==> src/rtl/pvr_pkg.sv <==
// ----------------------------------------------------------------------------
// pvr_pkg: shared types and constants for the portfolio volatility risk block
// Sizes of the tables and counters, fixed-point field widths, error codes,
// configuration register indexes and the controller/datapath interface.
// ----------------------------------------------------------------------------
package pvr_pkg;

	// table and counter sizes
	localparam int MAX_ASSETS  = 64;
	localparam int MAX_RETURNS = 1024;
	localparam int ASSET_IDX_W = (MAX_ASSETS > 1) ? $clog2(MAX_ASSETS) : 1;
	localparam int ASSET_CNT_W = $clog2(MAX_ASSETS + 1);
	localparam int RET_CNT_W   = $clog2(MAX_RETURNS + 1);

	// field widths
	localparam int X_W     = 24;
	localparam int QTY_W   = 24;
	localparam int PRICE_W = 32;
	localparam int SCL_W   = 20;
	localparam int VOL_W   = 32;
	localparam int RISK_W  = 36;
	localparam int ERR_W   = 2;
	localparam int CFG_IDX_W = 1;

	// accumulators and products
	localparam int SUM_W  = X_W + RET_CNT_W - 1;
	localparam int SQ_W   = 2 * X_W + RET_CNT_W - 1;
	localparam int NUM_W  = RET_CNT_W + SQ_W;
	localparam int SS_W   = 2 * SUM_W;
	localparam int NN_W   = 2 * RET_CNT_W;
	localparam int PV_W   = QTY_W + PRICE_W;
	localparam int VAR_W  = 48;
	localparam int VAR_HALF = VAR_W / 2;
	localparam int TOT_W  = 64;
	localparam int WEIGHT_FRAC = 30;
	localparam int WQ_W   = WEIGHT_FRAC + 1;
	localparam int WSQ_W  = 2 * WQ_W;
	localparam int PH_W   = WQ_W + VAR_HALF;
	localparam int PROD_W = WQ_W + VAR_W;
	localparam int PVAR_W = 64;
	localparam int PVAR_SHIFT = 16;
	localparam int SCALE_FRAC = 16;
	localparam int SPROD_W = VOL_W + SCL_W;

	// shared divider
	localparam int DIV_N_W   = (NUM_W > PV_W + WEIGHT_FRAC) ? NUM_W : PV_W + WEIGHT_FRAC;
	localparam int DIV_D_W   = TOT_W;
	localparam int DIV_Q_W   = VAR_W;
	localparam int DIV_CNT_W = $clog2(DIV_N_W + 1);

	// configuration registers
	localparam logic [CFG_IDX_W-1:0] REG_VAR_SCALE = 1'b0;
	localparam logic [CFG_IDX_W-1:0] REG_SHORTFALL = 1'b1;
	localparam logic [SCL_W-1:0] VAR_SCALE_RST = -20'sd107807;
	localparam logic [SCL_W-1:0] SHORTFALL_RST = 20'sd135004;

	typedef enum logic [ERR_W-1:0] {
		ERR_OK         = 2'd0,
		ERR_ZERO_TOTAL = 2'd1,
		ERR_ASSETS     = 2'd2,
		ERR_RETURNS    = 2'd3
	} err_t;

	// controller to datapath
	typedef struct packed {
		logic accept;
		logic mul1;
		logic mul2;
		logic div_start;
		logic div_sel;     // 0: variance, 1: weight
		logic asset_wr;
		logic idx_clr;
		logic idx_inc;
		logic tot_clr;
		logic tot_add;
		logic pvar_clr;
		logic w_sq;
		logic w_plo;
		logic w_phi;
		logic w_sum;
		logic w_acc;
		logic sq_init;
		logic sq_step;
		logic scale;
		logic out_load;
	} cmd_t;

	// datapath to controller
	typedef struct packed {
		logic asset_full;
		logic div_busy;
		logic idx_end;
		logic err_nz;
		logic sq_done;
		logic out_free;
	} sts_t;

endpackage

==> src/rtl/pvr_ctrl.sv <==
// ----------------------------------------------------------------------------
// pvr_ctrl: portfolio risk sequencer
// Takes input items, runs the asset-end variance step and the portfolio-end
// walk (total, weights, square root, scaling) and hands off the result.
// ----------------------------------------------------------------------------
module pvr_ctrl
	import pvr_pkg::*;
(
	input  logic clk,
	input  logic arst_n,
	input  logic in_valid,
	input  logic end_of_asset,
	input  logic end_of_portfolio,
	output logic in_ready,
	input  sts_t sts,
	output cmd_t cmd
);

	typedef enum logic [19:0] {
		S_IDLE    = 20'h00001,
		S_A_MUL1  = 20'h00002,
		S_A_MUL2  = 20'h00004,
		S_A_DIV   = 20'h00008,
		S_A_WAIT  = 20'h00010,
		S_T_RD    = 20'h00020,
		S_T_ACC   = 20'h00040,
		S_W_RD    = 20'h00080,
		S_W_DIV   = 20'h00100,
		S_W_WAIT  = 20'h00200,
		S_W_SQ    = 20'h00400,
		S_W_PLO   = 20'h00800,
		S_W_PHI   = 20'h01000,
		S_W_SUM   = 20'h02000,
		S_W_ACC   = 20'h04000,
		S_SQ_INIT = 20'h08000,
		S_SQ_RUN  = 20'h10000,
		S_SCALE   = 20'h20000,
		S_OUT     = 20'h40000,
		S_SPARE   = 20'h80000
	} state_t;

	state_t state_q, state_d;
	logic   eop_q;

	always_ff @(posedge clk or negedge arst_n) begin
		if (!arst_n) begin
			state_q <= S_IDLE;
			eop_q   <= 1'b0;
		end else begin
			state_q <= state_d;
			if (cmd.accept)
				eop_q <= end_of_portfolio;
		end
	end

	// next state and commands
	always_comb begin
		state_d  = state_q;
		cmd      = '0;
		in_ready = 1'b0;
		case (state_q)
			S_IDLE: begin
				in_ready = 1'b1;
				if (in_valid) begin
					cmd.accept = 1'b1;
					if ((end_of_asset || end_of_portfolio) && !sts.asset_full) begin
						state_d = S_A_MUL1;
					end else if (end_of_portfolio) begin
						cmd.idx_clr = 1'b1;
						cmd.tot_clr = 1'b1;
						state_d     = S_T_RD;
					end
				end
			end
			S_A_MUL1: begin
				cmd.mul1 = 1'b1;
				state_d  = S_A_MUL2;
			end
			S_A_MUL2: begin
				cmd.mul2 = 1'b1;
				state_d  = S_A_DIV;
			end
			S_A_DIV: begin
				cmd.div_start = 1'b1;
				state_d       = S_A_WAIT;
			end
			S_A_WAIT: begin
				if (!sts.div_busy) begin
					cmd.asset_wr = 1'b1;
					if (eop_q) begin
						cmd.idx_clr = 1'b1;
						cmd.tot_clr = 1'b1;
						state_d     = S_T_RD;
					end else begin
						state_d = S_IDLE;
					end
				end
			end
			// sum of absolute position values
			S_T_RD: begin
				if (sts.idx_end) begin
					if (sts.err_nz) begin
						state_d = S_OUT;
					end else begin
						cmd.idx_clr  = 1'b1;
						cmd.pvar_clr = 1'b1;
						state_d      = S_W_RD;
					end
				end else begin
					state_d = S_T_ACC;
				end
			end
			S_T_ACC: begin
				cmd.tot_add = 1'b1;
				cmd.idx_inc = 1'b1;
				state_d     = S_T_RD;
			end
			// weighted variance walk
			S_W_RD: begin
				state_d = sts.idx_end ? S_SQ_INIT : S_W_DIV;
			end
			S_W_DIV: begin
				cmd.div_start = 1'b1;
				cmd.div_sel   = 1'b1;
				state_d       = S_W_WAIT;
			end
			S_W_WAIT: begin
				if (!sts.div_busy)
					state_d = S_W_SQ;
			end
			S_W_SQ: begin
				cmd.w_sq = 1'b1;
				state_d  = S_W_PLO;
			end
			S_W_PLO: begin
				cmd.w_plo = 1'b1;
				state_d   = S_W_PHI;
			end
			S_W_PHI: begin
				cmd.w_phi = 1'b1;
				state_d   = S_W_SUM;
			end
			S_W_SUM: begin
				cmd.w_sum = 1'b1;
				state_d   = S_W_ACC;
			end
			S_W_ACC: begin
				cmd.w_acc   = 1'b1;
				cmd.idx_inc = 1'b1;
				state_d     = S_W_RD;
			end
			// square root and scaling
			S_SQ_INIT: begin
				cmd.sq_init = 1'b1;
				state_d     = S_SQ_RUN;
			end
			S_SQ_RUN: begin
				if (sts.sq_done)
					state_d = S_SCALE;
				else
					cmd.sq_step = 1'b1;
			end
			S_SCALE: begin
				cmd.scale = 1'b1;
				state_d   = S_OUT;
			end
			S_OUT: begin
				if (sts.out_free) begin
					cmd.out_load = 1'b1;
					state_d      = S_IDLE;
				end
			end
			default: begin
				state_d = S_IDLE;
			end
		endcase
	end

endmodule

==> config.mk <==
export PLATFORM = sky130hd
export DESIGN_NAME = pvr_ctrl
export DESIGN_NICKNAME = d
export VERILOG_FILES = /design/src/rtl/pvr_pkg.sv /design/src/rtl/pvr_ctrl.sv
export SDC_FILE = /design/constraint.sdc
export NUM_CORES = 1
export LEC_CHECK = 0
export BUFFER_PORTS_ARGS = -buffer_cell sky130_fd_sc_hd__buf_2
export CORE_MARGIN = 3
export CORE_UTILIZATION = 48
export DETAILED_ROUTE_END_ITERATION = 16
export PLACE_DENSITY = 0.85
export SLEW_MARGIN = 30
export SYNTH_ARGS = -nofsm -noshare
export SYNTH_HDL_FRONTEND = slang
export SYNTH_SLANG_ARGS = --single-unit
==> constraint.sdc <==
create_clock -name clk -period 1.9 [get_ports clk]
set_clock_uncertainty 0.05 [all_clocks]
set_input_delay 0.38 -clock clk [delete_from_list [all_inputs] [get_ports clk]]
set_output_delay 0.38 -clock clk [all_outputs]
set_load 0.02 [all_outputs]
==> flow_summary.yaml, run 1 <==
cts:
  clock_sinks: 20
  h-tree-depth: 1
  cts_root_buf: "clkbuf_4"
  numCtsBuffers: 3
  clockBufferDepth: 2
placement:
  io_buffer_count: 31
  place_congestion: 0.875
  place_ws_ns: -0.404
  dp_cells: 258
  hpwl_mm: 3.46
logic_synthesis:
  synth_area_sq_mm: 0.00136
  synth_top_area_share_pct: 34.9
  syn_avg_cell_area_sq_um: 9.39
  synthTopCellsByArea: "dfrtp_1 35%, nor3b_1 6.1%, nor2_1 5.2%"
  yosysSeqAreaShare_pct: 36.9
  yosysTopAreaCell: "dfrtp_1"
  yosys.area_share.xor_xnor_pct: 2.57
  synth_compound_area_share_pct: 12.4
  synth_ff_type: "dfrtp_1"
  ys_types: 53
  synthesis.nets: 156
  synth_top_family_by_area: "simple AND/OR/NAND/NOR gates"
  synth_simple_gate_area_share_pct: 44.3
  ys_seq_elements: 20
  synthArstFlopShare_pct: 100
  synth_warnings: 0
  synth_edf_count: 0
  synth_fa_ha_area_share_pct: 0
  syn_inst: 145
  synthMuxAreaShare_pct: 0.827
grt:
  grt_max_degree: 21
status:
  outcome.stop_stage: "global routing"
  status: "aborted with a tool error"
  error: "[ERROR DPL-0038] Utilization greater than 100%, impossible to legalize"
floorplanning:
  io_pins: 32
  dieWidth_um: 59.3
  die_h_um: 59.3
  initial_utilization_pct: 52.6
  rows: 18
timing:
  worst_endpoint: "cmd[6]"
  worst-ep-kind: "top-level output"
## metrics by stage
step / setup TNS (ns) / instance area, sq um
floorplan: -2.73 / 1490
global placement: -6.69 / 2080
detailed placement: -7.02 / 2080
CTS: -13.36 / 2490
## what timing repair did
item / 4_1_cts
setup buffers: 13
resized for setup: 67
setup endpoints to repair: 33
hold buffers: 1
endpoints found under the hold margin: 19
pin swaps: 18
## synthesized netlist by cell type (2+ instances only)
master and count:
dfrtp_1 19, nor2_1 19, nor3b_1 11, nor3_1 9
inv_1 5, nand2_1 5, o21ai_0 5, nand2b_1 4
nand3b_1 4, nand4b_1 4, or4_1 3, xor2_1 3
a21o_1 2, a21oi_1 2, and2b_2 2, and3_1 2
and4_1 2, and4b_1 2, buf_2 2, nand3_1 2
nor4_1 2, nor4_4 2, nor4b_1 2, o21bai_1 2
o22ai_1 2
## logic make-up after synthesis
family / count (synthesis)
muxes: 1
xor gates and xnor gates: 4
AOI/OAI and AO/OA: 23
buffers and inverters: 9
and+or+nand+nor: 88
DFF: 20
==> run 2: changes to the inputs <==
--- a/config.mk
+++ b/config.mk
@@ -6,10 +6,10 @@
 export NUM_CORES = 1
 export LEC_CHECK = 0
 export BUFFER_PORTS_ARGS = -buffer_cell sky130_fd_sc_hd__buf_2
-export CORE_MARGIN = 3
-export CORE_UTILIZATION = 48
+export CORE_AREA = 3 3 64 66
 export DETAILED_ROUTE_END_ITERATION = 16
-export PLACE_DENSITY = 0.85
+export DIE_AREA = 0 0 67 69
+export PLACE_DENSITY_LB_ADDON = 0.15
 export SLEW_MARGIN = 30
 export SYNTH_ARGS = -nofsm -noshare
 export SYNTH_HDL_FRONTEND = slang
==> constraint.sdc (replaced) <==
create_clock -name clk -period 2.47 [get_ports clk]
set_clock_uncertainty 0.05 [all_clocks]
set_input_delay 0.494 -clock clk [delete_from_list [all_inputs] [get_ports clk]]
set_output_delay 0.494 -clock clk [all_outputs]
set_load 0.02 [all_outputs]
==> run 2 against run 1 <==
  * The flow now finishes, with violations (setup timing)
  * Synthesized cell count stayed put
  * Area after synthesis is the same
==> flow_summary.yaml, run 2 <==
layout:
  top_regs: "state_q: 19 flops, eop_q: 1 flops"
  mostFrequentLayoutCell: "buf_4"
  nets: 222
  largest_reg_flops: 19
  final_cell_mix: "41 x buf_4, 19 x dfrtp_1, 17 x buf_2, 13 x nor2_1"
  layout.cells.non_filler: 258
  top_register: "state_q"
  layout-drive-gt1-share_pct: 52.4
  insertedDiodeCount: 0
  area_delta_synth_final_pct: 52.0
worst_setup_path:
  cp_max_fo: 3
  critical_path_class: "flop to output pin"
  rrSetupSlack_ns: 0.15
  critPathLaunch: "state_q[7]"
  r2r_cells: 9
  cp.arrival_ns: 2.14
  start_kind: "flop"
  r2r_end: "state_q[0]"
  end_kind: "output pin"
  rr_startpoint: "state_q[0]"
  worstPathRequired_ns: 1.93
placement:
  place_ws_ns: 0.00839
  place_congestion: 0.831
  hpwl_mm: 3.02
  io_buffer_count: 31
  dp_cells: 241
logic_synthesis:
  ys_types: 53
  synth_warnings: 0
  ys_top_cells_by_count: "19 x dfrtp_1, 19 x nor2_1, 11 x nor3b_1"
  synth_compound_area_share_pct: 12.4
  synth_edf_count: 0
  synthTopCellsByArea: "dfrtp_1 35%, nor3b_1 6.1%, nor2_1 5.2%"
  yosysTopAreaCell: "dfrtp_1"
  synth_fa_ha_area_share_pct: 0
  synthesis.nets: 156
  synth_top_family_by_area: "simple AND/OR/NAND/NOR gates"
  syn_inst: 145
  synthMuxAreaShare_pct: 0.827
  synth_area_sq_mm: 0.00136
  syn_avg_cell_area_sq_um: 9.39
  yosysSeqAreaShare_pct: 36.9
  synthArstFlopShare_pct: 100
  synth_top_area_share_pct: 34.9
  synth_simple_gate_area_share_pct: 44.3
  yosys.area_share.xor_xnor_pct: 2.57
  ys_seq_elements: 20
  synth_ff_type: "dfrtp_1"
cts:
  holdBufCountCts: 0
  worstSkewPairLatency_ns: 0.26
  cts_root_buf: "clkbuf_8"
  h-tree-depth: 1
  numCtsBuffers: 3
  cts_tree: "yes"
  cts.clk_slew.worst_paths_ns: 0.08
  clock_sinks: 20
  clockBufferDepth: 2
detailed_routing:
  wl_per_cell_um: 15.9
  drt-pass1-iter-count: 4
  vias: 1397
  drc_errors: 0
  vias_per_cell: 5.41
  antenna_left: 0
  wirelength_mm: 4.10
  drt_iter0_drc: 36
timing:
  min_period_ns: 2.68
  slew-limit-headroom_pct: 68.4
  drv_slew: 0
  worst_pin_slew_ns: 0.475
  rsz0062_at_grt: "yes"
  hold_slack_ns: 0.123
  setup_viol: 14
  worst_slack_ns: -0.214
  fin_crit_sh_pct: 109
  max_freq_ghz: 0.373
  tns_ns: -1.38
  hold_viol: 0
floorplanning:
  io_pins: 32
  dieArea_sq_mm: 0.00462
  rows: 22
  dieWidth_um: 67
  die_h_um: 69
  initial_utilization_pct: 37.5
  core-area_sq_mm: 0.00363
grt:
  grt_pass1_vias: 1438
  grt_max_degree: 21
  overflow: 0
  grt_pass1_wl_mm: 6.70
  track_usage_pct: 18.5
  antenna_found_initial: 0
min_path:
  hold_path_class: "primary input to async pin"
power_and_ir_drop:
  power.total_mw: 1.75
  leakagePower_nw: 1.02
  ir_worst_vdd_uv: 424
  powerDensity_mw_per_mm2: 845
status:
  status: "finished with violations"
  violations: "setup timing"
flow_run:
  cap_violations: 0
## run 2: cell counts after synthesis
Identical to the previous run, type by type.
## run 2: metrics by stage
stage	instance area, sq um	utilization [%]
6_report	2070	57.0
5_1_grt	2070	57.0
2_1_floorplan	1380	-
3_3_place_gp	1730	47.7
4_1_cts	2000	55.0
3_5_place_dp	1730	47.7
## run 2: worst max path at each step
stage	endpoint	slack, ns	depth (start not counted)
4_1_cts	cmd[13]	-0.20	8
3_3_place_gp	cmd[13]	0.008	7
3_5_place_dp	cmd[13]	0.008	6
6_report	cmd[13]	-0.21	7
2_1_floorplan	cmd[13]	-0.07	6
5_1_grt	cmd[6]	-0.33	5
## run 2: final cells by class
| type | count | area [sq um] |
|---|---|---|
| Sequential cell | 20 | 502 |
| Tap cell | 48 | 60.1 |
| Multi-Input combinational cell | 116 | 962 |
| Inverter | 5 | 18.8 |
| Clock buffer | 4 | 55.1 |
| Fill cell | 339 | 1560 |
| Timing Repair Buffer | 65 | 472 |
## run 2: cells by family after synthesis
kind of cell,after synthesis
muxes,1
AOI/OAI and AO/OA,23
xor gates and xnor gates,4
and+or+nand+nor,88
buffers and inverters,9
DFF,20
## run 2: repair_timing
action                                  in CTS  in global routing
setup buffers                                9                  4
gates resized for setup                     38                 10
endpoints found under the setup margin      17                 21
gates cloned                                 0                  0
pin swaps                                   13                  4
## run 2: metal layers
metal | wire length (um) | GRT usage (%) | share of wire (%) | vias up
met4 | 76 | 5.41 | 1.9 | 0
met5 | 0 | 0 | 0 | -
met1 | 1740 | 23.2 | 42 | 683
li1 | - | - | - | 670
met2 | 2150 | 32.4 | 52 | 36
met3 | 135 | 1.95 | 3.3 | 8
## run 2: power breakdown
part / internal (mW) / switching (mW)
Combinational: 0.521 / 0.543
Sequential: 0.373 / 0.0562
Clock: 0.142 / 0.114
## run 2: critical path, stage by stage (launching register included)
cell	delay (ns)
dfrtp_1	0.43
or4_4	0.59
nor3_2	0.12
nand4b_1	0.21
nor2_4	0.15
a32o_2	0.14
nand2b_2	0.12
buf_6	0.12
Power figures use the tool's default switching activity.
